## config.mk

```make
export PLATFORM = sky130hd
export DESIGN_NAME = gas_sensor_poll_sequencer_core
export DESIGN_NICKNAME = d
export VERILOG_FILES = /design/src/rtl/core/gsps_pkg.sv /design/src/rtl/core/gas_sensor_poll_sequencer_core.sv
export SDC_FILE = /design/constraint.sdc
export NUM_CORES = 1
export LEC_CHECK = 0
export ABC_AREA = 1
export BUFFER_PORTS_ARGS = -buffer_cell sky130_fd_sc_hd__buf_2
export CORE_AREA = 2 2 147 149
export DETAILED_ROUTE_END_ITERATION = 8
export DIE_AREA = 0 0 149 151
export HOLD_SLACK_MARGIN = 0.05
export PLACE_DENSITY = 0.56
export SLEW_MARGIN = 20
export SYNTH_ARGS = -nofsm -noshare
export SYNTH_HDL_FRONTEND = slang
export SYNTH_SLANG_ARGS = --single-unit
```

## constraint.sdc

```tcl
create_clock -name clock -period 5.77 [get_ports clock]
set_input_delay 1.154 -clock clock [delete_from_list [all_inputs] [get_ports clock]]
set_output_delay 1.154 -clock clock [all_outputs]
set_load 0.03 [all_outputs]
```

## src/rtl/core/gsps_pkg.sv

```systemverilog
// Package for the gas sensor poll sequencer: delay constants, error codes
// and the CRC-8 helpers used by the core. No dependencies.
package gsps_pkg;

   // CRC-8 of the sensor bus words: polynomial 0x31, start 0xff, no reflection
   localparam logic [7:0] CrcPoly = 8'h31;
   localparam logic [7:0] CrcInit = 8'hff;

   // Expected self-test answer, first byte
   localparam logic [7:0] BistPass = 8'hd4;
   // Version words with any of these high-byte bits set are not stored
   localparam logic [7:0] VersionMask = 8'hd0;

   // Step commands
   localparam logic [1:0] CmdStep    = 2'd0;
   localparam logic [1:0] CmdRestart = 2'd1;
   localparam logic [1:0] CmdStop    = 2'd2;

   // Error codes
   localparam logic [1:0] ErrNone = 2'd0;
   localparam logic [1:0] ErrBus  = 2'd1;
   localparam logic [1:0] ErrCrc  = 2'd2;
   localparam logic [1:0] ErrResp = 2'd3;

   // Delays to the next step, in milliseconds
   localparam logic [12:0] DelayShort   = 13'd10;
   localparam logic [12:0] DelayInit    = 13'd20;
   localparam logic [12:0] DelayIdle    = 13'd50;
   localparam logic [12:0] DelayBist    = 13'd250;
   localparam logic [12:0] DelayRead    = 13'd975;
   localparam logic [12:0] DelayUnused  = 13'd1000;
   localparam logic [12:0] DelayRetry   = 13'd3000;
   localparam logic [12:0] DelayFailure = 13'd5000;

   // One byte through the CRC register, msb first
   function automatic logic [7:0] crc_byte(input logic [7:0] crc, input logic [7:0] data);
      logic [7:0] c;
      c = crc ^ data;
      for (int i = 0; i < 8; i++) begin
         c = c[7] ? ({c[6:0], 1'b0} ^ CrcPoly) : {c[6:0], 1'b0};
      end
      return c;
   endfunction

   // CRC of a two-byte word, high byte first
   function automatic logic [7:0] crc_pair(input logic [7:0] hi, input logic [7:0] lo);
      return crc_byte(crc_byte(CrcInit, hi), lo);
   endfunction

endpackage

```

## src/rtl/core/gas_sensor_poll_sequencer_core.sv

```systemverilog
// Gas sensor poll sequencer: state walk, CRC checks and result register.
// Depends on gsps_pkg.
//
//  channel | direction | handshake          | payload
//  req_    | in        | req_valid/req_stall | cmd, bus_fail, rx_byte0..5, abs_humidity
//  rsp_    | out       | rsp_valid/rsp_stall | fsm_state, delay, readings, version, error, humidity write
//
// An input register, then one pass of sequencer logic into the result register.
// One item per cycle is sustained unless stalled; the rate is set by that pass.
// Sequencer state is updated as an item moves from the input to the result register.
// Synchronous reset clears valids and sequencer state. A stalled result holds; the
// input register still takes one item behind it, then req_stall follows rsp_stall.
module gas_sensor_poll_sequencer_core (
   input  logic        clock,
   input  logic        reset,
   input  logic        req_valid,
   output logic        req_stall,
   input  logic [1:0]  req_cmd,
   input  logic        req_bus_fail,
   input  logic [7:0]  req_rx_byte0,
   input  logic [7:0]  req_rx_byte1,
   input  logic [7:0]  req_rx_byte2,
   input  logic [7:0]  req_rx_byte3,
   input  logic [7:0]  req_rx_byte4,
   input  logic [7:0]  req_rx_byte5,
   input  logic [7:0]  req_abs_humidity,
   output logic        rsp_valid,
   input  logic        rsp_stall,
   output logic [3:0]  rsp_fsm_state,
   output logic [12:0] rsp_delay_ms,
   output logic        rsp_values_update,
   output logic [15:0] rsp_co2_ppm,
   output logic        rsp_co2_valid,
   output logic [15:0] rsp_tvoc_ppb,
   output logic        rsp_tvoc_valid,
   output logic [15:0] rsp_version_word,
   output logic [1:0]  rsp_error_code,
   output logic        rsp_humid_write,
   output logic [15:0] rsp_humid_word,
   output logic [7:0]  rsp_humid_crc
);

   typedef enum logic [3:0] {
      S_NONE    = 4'd0,
      S_INIT    = 4'd1,
      S_BIST    = 4'd2,
      S_GETS    = 4'd3,
      S_GETV    = 4'd4,
      S_READB   = 4'd5,
      S_READD   = 4'd6,
      S_READS   = 4'd7,
      S_READV   = 4'd8,
      S_IAQ     = 4'd9,
      S_IDLE    = 4'd10,
      S_UPDATE  = 4'd11,
      S_MEASURE = 4'd12,
      S_ERROR   = 4'd13
   } state_type;

   // Input register
   logic       in_valid_ff;
   logic [1:0] cmd_ff;
   logic       bus_fail_ff;
   logic [7:0] b0_ff, b1_ff, b2_ff, b3_ff, b4_ff, b5_ff;
   logic [7:0] hum_ff;

   // Sequencer state. The self-test flag is never set and the IAQ flag is only
   // consulted behind it, so only the version and serial flags are kept.
   // Humidity only ever takes 8-bit values, so the last one is held in 8 bits.
   state_type  state_ff, state_in;
   logic       ver_done_ff, ver_done_in;
   logic       ser_done_ff, ser_done_in;
   logic [7:0] last_hum_ff, last_hum_in;
   logic [15:0] version_ff, version_in;
   logic [1:0] last_err_ff, last_err_in;

   // Result register
   logic        out_valid_ff;
   logic [3:0]  fsm_state_ff;
   logic [12:0] delay_ff, delay_in;
   logic        vu_ff, vu_in;
   logic [15:0] co2_ff, co2_in;
   logic        co2v_ff, co2v_in;
   logic [15:0] tvoc_ff, tvoc_in;
   logic        tvocv_ff, tvocv_in;
   logic        hw_ff, hw_in;
   logic [15:0] hword_ff, hword_in;
   logic [7:0]  hcrc_ff, hcrc_in;

   logic out_free, advance;
   logic failed;
   logic [1:0] err;
   logic [7:0] crc_w0, crc_w1, crc_hum;

   // Handshake: the result register frees when empty or taken
   assign out_free  = !out_valid_ff || !rsp_stall;
   assign advance   = in_valid_ff && out_free;
   assign req_stall = in_valid_ff && !out_free;

   assign crc_w0  = gsps_pkg::crc_pair(b0_ff, b1_ff);
   assign crc_w1  = gsps_pkg::crc_pair(b3_ff, b4_ff);
   assign crc_hum = gsps_pkg::crc_pair(8'h00, hum_ff);

   // Next state and result for the item in the input register
   always_comb begin
      state_in    = state_ff;
      ver_done_in = ver_done_ff;
      ser_done_in = ser_done_ff;
      last_hum_in = last_hum_ff;
      version_in  = version_ff;
      last_err_in = last_err_ff;
      delay_in    = '0;
      vu_in       = 1'b0;
      co2_in      = '0;
      co2v_in     = 1'b0;
      tvoc_in     = '0;
      tvocv_in    = 1'b0;
      hw_in       = 1'b0;
      hword_in    = '0;
      hcrc_in     = '0;
      failed      = 1'b0;
      err         = gsps_pkg::ErrNone;

      if (cmd_ff == gsps_pkg::CmdRestart) begin
         state_in = S_INIT;
         delay_in = gsps_pkg::DelayInit;
      end else if (cmd_ff == gsps_pkg::CmdStop) begin
         state_in = S_IDLE;
         delay_in = gsps_pkg::DelayIdle;
      end else begin
         unique case (state_ff)
            S_INIT: begin
               if (!ver_done_ff)      state_in = S_GETV;
               else if (!ser_done_ff) state_in = S_GETS;
               else                   state_in = S_BIST;
               delay_in = gsps_pkg::DelayInit;
            end
            S_BIST: begin
               if (bus_fail_ff) begin
                  failed = 1'b1; err = gsps_pkg::ErrBus;
               end else begin
                  state_in = S_READB; delay_in = gsps_pkg::DelayBist;
               end
            end
            S_GETS: begin
               // bus failure ignored here
               state_in = S_READS; delay_in = gsps_pkg::DelayShort;
            end
            S_GETV: begin
               if (bus_fail_ff) begin
                  failed = 1'b1; err = gsps_pkg::ErrBus;
               end else begin
                  state_in = S_READV; delay_in = gsps_pkg::DelayShort;
               end
            end
            S_READB: begin
               if (bus_fail_ff) begin
                  failed = 1'b1; err = gsps_pkg::ErrBus;
               end else if (b0_ff != gsps_pkg::BistPass || b1_ff != 8'h00) begin
                  failed = 1'b1; err = gsps_pkg::ErrResp;
               end else if (crc_w0 != b2_ff) begin
                  failed = 1'b1; err = gsps_pkg::ErrCrc;
               end else begin
                  state_in = S_IAQ; delay_in = gsps_pkg::DelayShort;
               end
            end
            S_READD: begin
               if (bus_fail_ff) begin
                  failed = 1'b1; err = gsps_pkg::ErrBus;
               end else begin
                  vu_in = 1'b1;
                  if (crc_w0 == b2_ff) begin
                     co2v_in = 1'b1; co2_in = {b0_ff, b1_ff};
                  end
                  if (crc_w1 == b5_ff) begin
                     tvocv_in = 1'b1; tvoc_in = {b3_ff, b4_ff};
                  end
                  state_in = S_UPDATE; delay_in = gsps_pkg::DelayRead;
               end
            end
            S_READS: begin
               // serial bytes are not checked
               if (bus_fail_ff) begin
                  failed = 1'b1; err = gsps_pkg::ErrBus;
               end else begin
                  ser_done_in = 1'b1; state_in = S_INIT; delay_in = gsps_pkg::DelayShort;
               end
            end
            S_READV: begin
               if (bus_fail_ff) begin
                  failed = 1'b1; err = gsps_pkg::ErrBus;
               end else if (crc_w0 != b2_ff) begin
                  failed = 1'b1; err = gsps_pkg::ErrCrc;
               end else begin
                  if ((b1_ff & gsps_pkg::VersionMask) == 8'h00) version_in = {b1_ff, b0_ff};
                  ver_done_in = 1'b1; state_in = S_INIT; delay_in = gsps_pkg::DelayShort;
               end
            end
            S_IDLE: delay_in = gsps_pkg::DelayIdle;
            S_UPDATE: begin
               // write issued on a change, even if the transfer then fails
               if (hum_ff != last_hum_ff) begin
                  last_hum_in = hum_ff;
                  hw_in       = 1'b1;
                  hword_in    = {8'h00, hum_ff};
                  hcrc_in     = crc_hum;
                  if (bus_fail_ff) begin
                     failed = 1'b1; err = gsps_pkg::ErrBus;
                  end
               end
               if (!failed) begin
                  state_in = S_MEASURE; delay_in = gsps_pkg::DelayShort;
               end
            end
            S_IAQ: begin
               if (bus_fail_ff) begin
                  failed = 1'b1; err = gsps_pkg::ErrBus;
               end else begin
                  state_in = S_MEASURE; delay_in = gsps_pkg::DelayShort;
               end
            end
            S_MEASURE: begin
               if (bus_fail_ff) begin
                  failed = 1'b1; err = gsps_pkg::ErrBus;
               end else begin
                  state_in = S_READD; delay_in = gsps_pkg::DelayInit;
               end
            end
            S_ERROR: begin
               state_in = S_INIT; delay_in = gsps_pkg::DelayRetry;
            end
            default: delay_in = gsps_pkg::DelayUnused;
         endcase

         // any failure: record it, drop the readings, back off
         if (failed) begin
            last_err_in = err;
            state_in    = S_ERROR;
            vu_in       = 1'b1;
            co2_in      = '0;
            co2v_in     = 1'b0;
            tvoc_in     = '0;
            tvocv_in    = 1'b0;
            delay_in    = gsps_pkg::DelayFailure;
         end
      end
   end

   // Input register
   always_ff @(posedge clock) begin
      if (reset) begin
         in_valid_ff <= 1'b0;
      end else if (!req_stall) begin
         in_valid_ff <= req_valid;
      end
      if (req_valid && !req_stall) begin
         cmd_ff      <= req_cmd;
         bus_fail_ff <= req_bus_fail;
         b0_ff       <= req_rx_byte0;
         b1_ff       <= req_rx_byte1;
         b2_ff       <= req_rx_byte2;
         b3_ff       <= req_rx_byte3;
         b4_ff       <= req_rx_byte4;
         b5_ff       <= req_rx_byte5;
         hum_ff      <= req_abs_humidity;
      end
   end

   // Sequencer state and result register
   always_ff @(posedge clock) begin
      if (reset) begin
         state_ff     <= S_INIT;
         ver_done_ff  <= 1'b0;
         ser_done_ff  <= 1'b0;
         last_hum_ff  <= '0;
         version_ff   <= '0;
         last_err_ff  <= gsps_pkg::ErrNone;
         out_valid_ff <= 1'b0;
      end else begin
         if (out_free) out_valid_ff <= in_valid_ff;
         if (advance) begin
            state_ff    <= state_in;
            ver_done_ff <= ver_done_in;
            ser_done_ff <= ser_done_in;
            last_hum_ff <= last_hum_in;
            version_ff  <= version_in;
            last_err_ff <= last_err_in;
         end
      end
      if (advance) begin
         fsm_state_ff <= state_in;
         delay_ff     <= delay_in;
         vu_ff        <= vu_in;
         co2_ff       <= co2_in;
         co2v_ff      <= co2v_in;
         tvoc_ff      <= tvoc_in;
         tvocv_ff     <= tvocv_in;
         hw_ff        <= hw_in;
         hword_ff     <= hword_in;
         hcrc_ff      <= hcrc_in;
      end
   end

   // Version and error are the stored values after the step
   logic [15:0] version_out_ff;
   logic [1:0]  err_out_ff;
   always_ff @(posedge clock) begin
      if (advance) begin
         version_out_ff <= version_in;
         err_out_ff     <= last_err_in;
      end
   end

   assign rsp_valid         = out_valid_ff;
   assign rsp_fsm_state     = fsm_state_ff;
   assign rsp_delay_ms      = delay_ff;
   assign rsp_values_update = vu_ff;
   assign rsp_co2_ppm       = co2_ff;
   assign rsp_co2_valid     = co2v_ff;
   assign rsp_tvoc_ppb      = tvoc_ff;
   assign rsp_tvoc_valid    = tvocv_ff;
   assign rsp_version_word  = version_out_ff;
   assign rsp_error_code    = err_out_ff;
   assign rsp_humid_write   = hw_ff;
   assign rsp_humid_word    = hword_ff;
   assign rsp_humid_crc     = hcrc_ff;

endmodule

```

* Word level (Yosys, flattened, before mapping)
Cells that the tools add are included.
** Cells by class
- Eq/ne operators :: 20
- Muxes and demuxes :: 104
- Bitwise operators :: 55
- Reductions and logical operators :: 24
** Operator list (count)
- 6-bit two-way mux :: 41
- 13-bit one-hot mux with 11 select lines :: 1
- 3-bit NOT :: 40
- 16-bit two-way mux :: 6
- 4-bit two-way mux :: 20
- 4-bit one-hot mux with 12 select lines :: 1
- 13-bit two-way mux :: 2
- 4-bit == test (second input constant) :: 6
- 1-bit two-way mux :: 19
- 6-bit OR reduction :: 3
- 4-bit by 3-bit == test with 1-bit output (second input constant) :: 4
- 8-bit == test :: 2
- 2-bit two-way mux :: 8
- 8-bit inequality test :: 2
- 8-bit NOT :: 2
- 8-bit bitwise XOR :: 2
- 10-bit two-way mux :: 1
- 1-bit NOT :: 10
- 5-bit AND reduction :: 2
- 5-bit OR reduction :: 2
- 3-bit OR reduction :: 3
- 4-bit by 2-bit == test with 1-bit output (second input constant) :: 2
- 8-bit logical NOT :: 1
- 8-bit two-way mux :: 1
- other kinds (16) :: 22
** Storage, ports and cells
- Register bits :: 188
- Input port bits :: 63
- Output and inout bits :: 97
- Logic and storage cells :: 236

* Depth between registers and ports, before layout
Gate-level depths: netlist (run 1).
- Word-level depth :: 44
- Depth in mapped cells :: 25
- Mapped depth without buffers :: 24

* Least setup slack after synthesis (run 1)
Ideal clock, no wire load.
- Path kind :: in2reg
- Start :: input rsp_stall
- End :: register ser_done_ff
- Library setup time :: 73 ps
- Arrival time :: 4518 ps
- Required time :: 5697 ps
- Setup slack :: 1179 ps
- Stages on the path :: 6
- Path buffers :: 1
- Cell sequence :: nand2_1 -> inv_1 -> nor2_1 -> clkbuf_1 -> nand4_1 -> a21oi_1
** On the way
- Word-level cells in the longest chain between the ends :: 4
** Ends and longest elaborated chain
- start, declared :: line gas_sensor_poll_sequencer_core.sv:28 : input logic rsp_stall,
- 1-bit logical NOT :: line gas_sensor_poll_sequencer_core.sv:96 : assign out_free = !out_valid_ff || !rsp_stall;
- 1-bit logical OR :: line gas_sensor_poll_sequencer_core.sv:96
- 1-bit logical AND :: line gas_sensor_poll_sequencer_core.sv:97 : assign advance = in_valid_ff && out_free;
- via advance :: line gas_sensor_poll_sequencer_core.sv:90 : logic out_free, advance;
- 5-bit AND reduction (no line)
- end signal, assigned :: line gas_sensor_poll_sequencer_core.sv:284 : ser_done_ff <= ser_done_in;
- end, declared :: line gas_sensor_poll_sequencer_core.sv:72 : logic ser_done_ff, ser_done_in;
The timed path passes the listed nets, and every way through them passes these cells.
A chain may end at the register's enable or synchronous reset.

* Worst setup path after layout (run 1)
- Start :: register b0_ff[1]
- End :: register version_ff[7]
** On the way
- Word-level cells in the longest chain between the ends :: 25
- Elaborated cells on any way between the ends :: 30
- Those cells by class :: 1 x eq/ne; 19 x mux; 10 x bitwise
** Ends and longest elaborated chain
- start, declared :: line gas_sensor_poll_sequencer_core.sv:64 : logic [7:0] b0_ff, b1_ff, b2_ff, b3_ff, b4_ff, b5_ff;
- start signal, assigned :: line gas_sensor_poll_sequencer_core.sv:259 : b0_ff <= req_rx_byte0;
- 8-bit NOT (no line) (*)
- 6-bit two-way mux (*) (2 in a row) :: line gsps_pkg.sv:40 : c = c[7] ? ({c[6:0], 1'b0} ^ CrcPoly) : {c[6:0], 1'b0};
- 3-bit NOT (no line)
- 6-bit two-way mux (*) :: line gsps_pkg.sv:40
- 3-bit NOT (no line)
- 6-bit two-way mux (*) (2 in a row) :: line gsps_pkg.sv:40
- 3-bit NOT (no line) / 6-bit two-way mux (equally long branches)
- 6-bit two-way mux / 8-bit bitwise XOR (equally long branches) :: line gsps_pkg.sv:40, gsps_pkg.sv:38
- [8 not listed]
- 6-bit two-way mux :: line gsps_pkg.sv:40
- 8-bit inequality test (*) :: line gas_sensor_poll_sequencer_core.sv:192 : end else if (crc_w0 != b2_ff) begin
- 16-bit two-way mux (*) :: line gas_sensor_poll_sequencer_core.sv:192
- 16-bit two-way mux (*) :: line gas_sensor_poll_sequencer_core.sv:190 : if (bus_fail_ff) begin
- 16-bit two-way mux (*) :: line gas_sensor_poll_sequencer_core.sv:131 : unique case (state_ff)
- 16-bit two-way mux (*) :: line gas_sensor_poll_sequencer_core.sv:127 : end else if (cmd_ff == gsps_pkg::CmdStop) begin
- 16-bit two-way mux (*) :: line gas_sensor_poll_sequencer_core.sv:124 : if (cmd_ff == gsps_pkg::CmdRestart) begin
- via version_in[7] :: line gas_sensor_poll_sequencer_core.sv:74 : logic [15:0] version_ff, version_in;
- end signal, assigned :: line gas_sensor_poll_sequencer_core.sv:286 : version_ff <= version_in;
- end, declared :: line gas_sensor_poll_sequencer_core.sv:74
The timed path passes the listed nets; every way through them passes the cells marked *.

==> results of run 1 <==
==> cell families (layout without fill, tap and decap cells) <==
family	after synthesis	after routing	synth area share [%]
flip-flops	178	178	60.7
buffers and inverters	144	302	7.17
other	1	9	0.0455
AO/OA/AOI/OAI	80	80	5.51
XOR/XNOR	60	60	6.47
AND/OR/NAND/NOR	387	387	19.8
adder cells (fa/ha/maj)	2	2	0.304
==> sequential cells by signal (all words and copies together), names as in the netlist, 11 cells and up <==
register,flops
rsp_co2_ppm,16
version_ff,16
rsp_delay_ms,11
rsp_tvoc_ppb,16
rsp_version_word,16
==> area by class of cell <==
| type | count | area share [%] |
|---|---|---|
| sequential | 178 | 50.9 |
| multi-input combinational | 538 | 27.3 |
| timing repair buffer | 153 | 7.87 |
| inverter | 117 | 4.47 |
| clock buffer | 18 | 4.37 |
| tap | 275 | 3.50 |
| clock inverter | 14 | 1.58 |
==> cell usage after synthesis, types with 4 or more instances <==
library cell	number	area, µm²
a21oi_1	21	105
nor2_1	124	465
edfxtp_1	144	4320
clkbuf_1	11	41.3
nand2_1	184	691
nand3b_1	7	52.6
nor3_1	8	40.0
inv_1	117	439
nor2_2	10	62.6
xor2_1	37	324
buf_2	4	20.0
o21ai_0	32	160
xnor2_1	22	193
a22oi_1	7	52.6
dfxtp_1	34	681
o21ai_1	5	25.0
nand3_1	32	160
a31oi_1	4	25.0
buf_4	10	75.1
nand4_1	12	75.1
==> worst paths after layout <==
kind | endpoint | slack (ns) | depth (start not counted)
min reg2reg | version_ff[12] | 0.44 | 2
min | version_ff[12] | 0.44 | 2
max | version_ff[7] | 1.79 | 21
max reg2reg | version_ff[7] | 1.79 | 21
==> power by group through the flow <==
| stage | Clock, W | Sequential (W) | Combinational, W |
|---|---|---|---|
| global placement | 0 | 0.00152 | 0.000542 |
| floorplan | 0 | 0.00156 | 0.000379 |
| finish | 0.00115 | 0.00149 | 0.000545 |
| global route | 0.00124 | 0.00150 | 0.000614 |
| CTS | 0.00118 | 0.00149 | 0.000549 |
| detailed placement | 0 | 0.00152 | 0.000546 |
==> metal layers <==
metal | global-route usage, % | vias to the layer above | wire (µm)
li1 | - | 3074 | -
met1 | 22.7 | 2791 | 8870
met2 | 27.8 | 172 | 8750
met3 | 3.98 | 12 | 991
met4 | 4.67 | 0 | 196
met5 | 0 | - | 0
==> through the flow <==
stage	std cells	hold WS, ns	power, W
2_1_floorplan	860	0.425	0.00194
3_3_place_gp	1261	0.433	0.00206
3_5_place_dp	1261	0.435	0.00207
4_1_cts	1293	0.446	0.00322
5_1_grt	1293	0.461	0.00335
6_report	1293	0.445	0.00319
==> worst min-delay path, cell delays in order, from the launching register on <==
cell     delay [ns]
dfxtp_1        0.31
nand2_1        0.06
nor2_1         0.04
==> results.md, run 1 <==
* Slowest-stage cell, CP: nand3_1
* NetSw at 0.000907 W
* WP data required at 6.14 ns
* Critical path endpoint category: flop
* Layout cell share with drive strength beyond 1 at 20.0%
* Setup crit start: b0_ff[1]
* Pins Over Slew Limit at 0
* Syn avg cell area at 9.67 µm²
* Post-synth cell types at 38
* # setup viols final at 0
* Ys async rst share at 0%
* Internal Pwr Total at 0.00228 W
* Clock Tree Buf Depth at 2
* CTS tree: done
* Tmin final at 3.98 ns
* Clock transition at path regs at 0.07 ns
* Syn Inst Count at 852
* First-pass GRT wire length at 29100 µm
* Initial Utilization at 39.6%
* Setup tns final at 0 ns
* CP most frequent cell: nand2_1
* Avg WL per Cell at 14.6 µm
* Reg-to-Reg Start: b0_ff[1]
* Fin util at 47.2%
* # resized after CTS at 0
* Ys Warns at 0
* Worst slew margin relative to its limit at 29.5%
* Gr usage total at 16.9%
* TritonRoute pass-1 iters at 5
* Power density cells at 325 nW/µm²
* RSZ-0062 raised after global routing: false
* Hold wc startpoint: version_ff[12]
* Io pins at 160
* Drt initial violations at 360
* Hold Path Class: flop to flop
* Peak Freq at 0.251 GHz
* Antenna violations before repair at 0
* Placed cell area at 9250 µm²
* Post-synth EDFFs at 144
* Cell Rows at 53
* Leading cell type in the layout, fill and taps excluded: nand2_1
* Worst path cell trace: inv_1, nand2_1, nand2_1, nand2_1, nand2_1, nand3_1, nand2_1, inv_1, nand2_1, nand2_1, nand2_1, nand2_1, o21ai_0, nand3_1, nor2_2, nand2_1, inv_1, nand3_1, o21ai_0, o21ai_0, inv_1
* Chip width at 149 µm
* Multi-input gate area at 2680 µm²
* Sink Count at 178
* Switch share at 28.4%
* Run status: completed
* Vias in the first global route at 5635
* Fin Clk Skew at 0.0136 ns
* Synth Register Bits at 178
* Final worst slack at 1.79 ns
* Critical path startpoint category: flop
* Worst IR Drop VDD at 0.183 mV
* Design Area, Final at 9830 µm²
* Total Wirelength at 18800 µm
* HPWL Detailed at 13700 µm
* Dpl ws at 1.85 ns
* Register area share after synthesis at 60.7%
* Number of remaining DRC errors at 0
* Root buf cell: clkbuf_16
* Worst setup path class: flop to flop
* Nets at 1070
* Max-Cap Viols at 0
* Worst-Skew Late Latency at 0.43 ns
* PortBufs at 150
* Largest net degree at the start of global routing at 73
* Crit-path max cell delay at 0.73 ns
* Combinational power share at 17.1%
* Placer's final routability congestion estimate at 0.902
* Fillers at 2020
* Post-CTS Setup Inserts at 0
* Syn Std Cell Area at 8240 µm²
* Core area at 20800 µm²
* Die ar. at 22500 µm²
* Final Hold Viols at 0
* Crit Path Max Fanout at 30
* Period utilisation layout at 68.9%
* Area delta synth->final at 19.3%
* Hold-fix buffers, CTS at 0
* # diodes at 0
* Ys flop type: edfxtp_1
* Vias per Instance at 4.68
* CTS H-tree depth at 4
* Crit path arrival time at 4.35 ns
* Top delay family on crit path: simple AND/OR/NAND/NOR gates
* Via count at 6049
* P_leak at 4.47 nW
* Tightest Pin Transition at 1.06 ns
* Grt ovf at 0
* Sequential cell area at 5000 µm²
* Chip height at 151 µm
* Most frequent cells in the layout: nand2_1 (184), buf_2 (150), edfxtp_1 (144), nor2_1 (123), inv_1 (116)
* Share of power burned in registers at 46.8%
* Antenna Violating Nets Remaining at 0
* Clock buffer count from CTS at 17
* Clock share of power at 36.1%
* WP buf/inv at 4
Power figures use the tool's default switching activity.
==> inputs of run 2 (changes only) <==
ABC_AREA = 0   (was 1)
CORE_AREA = 2 2 146 148   (was 2 2 147 149)
DIE_AREA = 0 0 148 150   (was 0 0 149 151)
clock period = 3.8 ns   (was 5.77 ns; I/O delays follow)
==> run 2 against run 1 <==
Register-to-register slack lost 1.5 ns. Combinational power grew 41%. Total power grew 54%. Design area grew 0.15%. Global-route usage shrank 0.14 points. Sequential cell count is the same. Area after synthesis shrank 1.4%. First-iteration DRC count shrank 19%. Maximum frequency grew 12%. Synthesized cell count shrank 28%. Critical path type unchanged. Critical endpoint is now rsp_version_word[11].
==> results.md, run 2 <==
* Drt initial violations at 291 (-19%)
* Crit path arrival time at 3.73 ns (-0.62 ns)
* Switch share at 26.0% (-2.5 points)
* Worst-Skew Late Latency at 0.44 ns (about the same)
* Antenna violations before repair at 0 (unchanged)
* Via count at 5202 (-14%)
* Post-synth EDFFs at 144 (unchanged)
* Power density cells at 499 nW/µm² (+54%)
* Combinational power share at 15.6% (-1.5 points)
* Fillers at 1893 (-6.3%)
* Ys flop type: edfxtp_1
* # diodes at 0 (unchanged)
* Post-synth cell types at 62 (+63%)
* Sink Count at 178 (unchanged)
* Total chip power at 0.00491 W (+54%)
* Syn Std Cell Area at 8130 µm² (-1.4%)
* Hold-fix buffers, CTS at 0 (unchanged)
* Chip height at 150 µm (-0.66%)
* Max-Cap Viols at 0 (unchanged)
* Sequential cell area at 5000 µm² (unchanged)
* Ys Warns at 0 (unchanged)
* Initial Utilization at 39.3% (-0.28 points)
* Final hold slack at 0.463 ns (+0.0181 ns)
* Vias per Instance at 4.90 (+4.7%)
* R2R depth at 10 (-52%)
* Syn Inst Count at 615 (-28%)
* Chip width at 148 µm (-0.67%)
* Critical path startpoint category: flop
* Layout cell share with drive strength beyond 1 at 28.6% (+8.6 points)
* HPWL Detailed at 12800 µm (-6.7%)
* Ys async rst share at 0% (unchanged)
* WP data required at 3.99 ns (-2.15 ns)
* Share of power burned in registers at 46.3% (-0.5 points)
* Leading cell type in the layout, fill and taps excluded: buf_2
* Clock Tree Buf Depth at 2 (unchanged)
* Gr usage total at 16.8% (-0.14 points)
* # setup viols final at 0 (unchanged)
* Pins Over Slew Limit at 0 (unchanged)
* Hold Path End: version_ff[12]
* CTS tree: done
* PortBufs at 150 (unchanged)
* Post-CTS Setup Inserts at 0 (unchanged)
* Io pins at 160 (unchanged)
* Hold depth at 1 (-1)
* Largest net degree at the start of global routing at 60 (-18%)
* Antenna Violating Nets Remaining at 0 (unchanged)
* NetSw at 0.00128 W (+41%)
* First-pass GRT wire length at 28600 µm (-1.7%)
* Fin util at 47.6% (+0.38 points)
* Peak Freq at 0.283 GHz (+12%)
* Multi-input gate area at 2920 µm² (+8.8%)
* Cell Rows at 53 (unchanged)
* Final Hold Viols at 0 (unchanged)
* CTS H-tree depth at 4 (unchanged)
* RSZ-0062 raised after global routing: false
* Tmin final at 3.54 ns (-0.439 ns)
* Clock buffer count from CTS at 17 (unchanged)
* P_leak at 3.84 nW (-14%)
* Crit Path Max Fanout at 16 (-47%)
* Root buf cell: clkbuf_16
* Internal Pwr Total at 0.00363 W (+59%)
* Die ar. at 22200 µm² (-1.3%)
* Crit Reg-Reg Endpoint: rsp_version_word[11]
* Vias in the first global route at 5309 (-5.8%)
* Fin Clk Skew at 0.0217 ns (+0.00810 ns)
* Worst slew margin relative to its limit at 42.3% (+13 points)
* Avg WL per Cell at 17.0 µm (+17%)
* Post-synth top cells: edfxtp_1 (144), nor2_1 (57), xnor2_1 (57)
* Run status: completed
* Critical path endpoint category: flop
* Worst IR Drop VDD at 0.272 mV (+49%)
* Core area at 20700 µm² (-0.64%)
* Number of remaining DRC errors at 0 (unchanged)
* Synth area leaders: edfxtp_1 (53%), dfxtp_1 (8.4%), xnor2_1 (6.1%)
* Period utilisation layout at 93.2% (+24 points)
* Clock transition at path regs at 0.07 ns (about the same)
* Syn avg cell area at 13.2 µm² (+37%)
* Tightest Pin Transition at 0.865 ns (-0.190 ns)
* Yosys top cell area share at 53.2% (+0.72 points)
* Hold Path Class: flop to flop
* Register area share after synthesis at 61.6% (+0.83 points)
* Nets at 839 (-22%)
* Reg-to-Reg Start: b0_ff[6]
* TritonRoute pass-1 iters at 5 (unchanged)
* Setup tns final at 0 ns (unchanged)
* Hold wc startpoint: version_ff[12]
* Worst setup path class: flop to flop
* # resized after CTS at 0 (unchanged)
* Placer's final routability congestion estimate at 0.876 (-2.9%)
* Total Wirelength at 18100 µm (-3.9%)
* Most common cell in the netlist: edfxtp_1
* Area delta synth->final at 21.1%
* Most frequent cells in the layout: buf_2 (150), edfxtp_1 (144), nor2_1 (57), xnor2_1 (57), and2_1 (37)
* Flop-to-flop setup slack at 0.26 ns (-1.53 ns)
* Clock share of power at 38.1% (+2.0 points)
* Grt ovf at 0 (unchanged)
* Post-synth top area cell: edfxtp_1
* Synth Register Bits at 178 (unchanged)
==> run 2: cell count changes after synthesis, moves of 12 or more <==
cell and delta:
nor2_1 -67, xnor2_1 +35, xor2_1 -17, inv_1 -107, nand2_1 -163, nand3_1 -21
and2_1 +37, xnor3_1 +12, o21ai_0 -18, mux2i_1 +24
==> run 2: final cells by class <==
cell class / count / area share, %
Sequential cell: 178 / 50.8
Multi-Input combinational cell: 398 / 29.7
Timing Repair Buffer: 169 / 9.20
Clock buffer: 17 / 4.32
Tap cell: 275 / 3.50
Clock inverter: 15 / 2.06
Inverter: 10 / 0.419
==> run 2: per-stage QoR <==
| step | area (µm²) | cells | worst slack (ns) |
|---|---|---|---|
| 6_report | 9840 | 1062 | 0.260 |
| 5_1_grt | 9840 | 1062 | 0.0433 |
| 4_1_cts | 9840 | 1062 | 0.230 |
| 3_5_place_dp | 9210 | 1030 | 0.260 |
| 3_3_place_gp | 9210 | 1030 | 0.363 |
| 2_1_floorplan | 8170 | 623 | 0.447 |
==> run 2: logic make-up (layout without fill, tap and decap cells) <==
family	Yosys count	after routing	share of synthesized area [%]
adder cells (fa/ha/maj)	2	2	0.308
AO/OA/AOI/OAI	70	70	5.69
XOR/XNOR	90	90	11.8
AND/OR/NAND/NOR	187	187	12.3
buffers and inverters	47	211	3.03
other	1	9	0.0461
flip-flops	178	178	61.6
multiplexers	40	40	5.22
==> run 2: power by group through the flow <==
stage | Clock, W | Combinational [W] | Sequential, W
after floorplan | 0 | 0.000529 | 0.00236
after global placement | 0 | 0.000752 | 0.00231
after detailed placement | 0 | 0.000767 | 0.00231
after CTS | 0.00192 | 0.000771 | 0.00227
after global routing | 0.00200 | 0.000842 | 0.00228
final | 0.00187 | 0.000768 | 0.00227
==> run 2: routing by layer <==
metal	GRT usage [%]	share of wire, %	up-vias
met3	4.05	5.0	13
met2	28.5	50	144
met4	4.76	0.92	0
met1	21.5	44	2523
met5	0	0	-
li1	-	-	2522
==> run 2: how the worst max path moves through the flow <==
| stage | startpoint | endpoint | depth (start not counted) |
|---|---|---|---|
| 2_1_floorplan | b0_ff[0] | rsp_version_word[0] | 10 |
| 3_3_place_gp | b0_ff[6] | rsp_error_code[1] | 10 |
| 3_5_place_dp | b0_ff[6] | rsp_error_code[0] | 10 |
| 4_1_cts | b0_ff[6] | rsp_error_code[0] | 10 |
| 5_1_grt | b0_ff[6] | rsp_version_word[2] | 10 |
| 6_report | b0_ff[6] | rsp_version_word[11] | 10 |
==> run 2: worst max-delay path, cell delays in order (launching register included) <==
cell and delay, ns:
edfxtp_1 0.55, xnor3_1 0.50, xnor2_2 0.17, xnor2_1 0.29, mux2_4 0.35, o22ai_1 0.23
o221ai_2 0.17, nor2_1 0.17, nor4b_4 0.21, buf_4 0.29, mux2_2 0.37
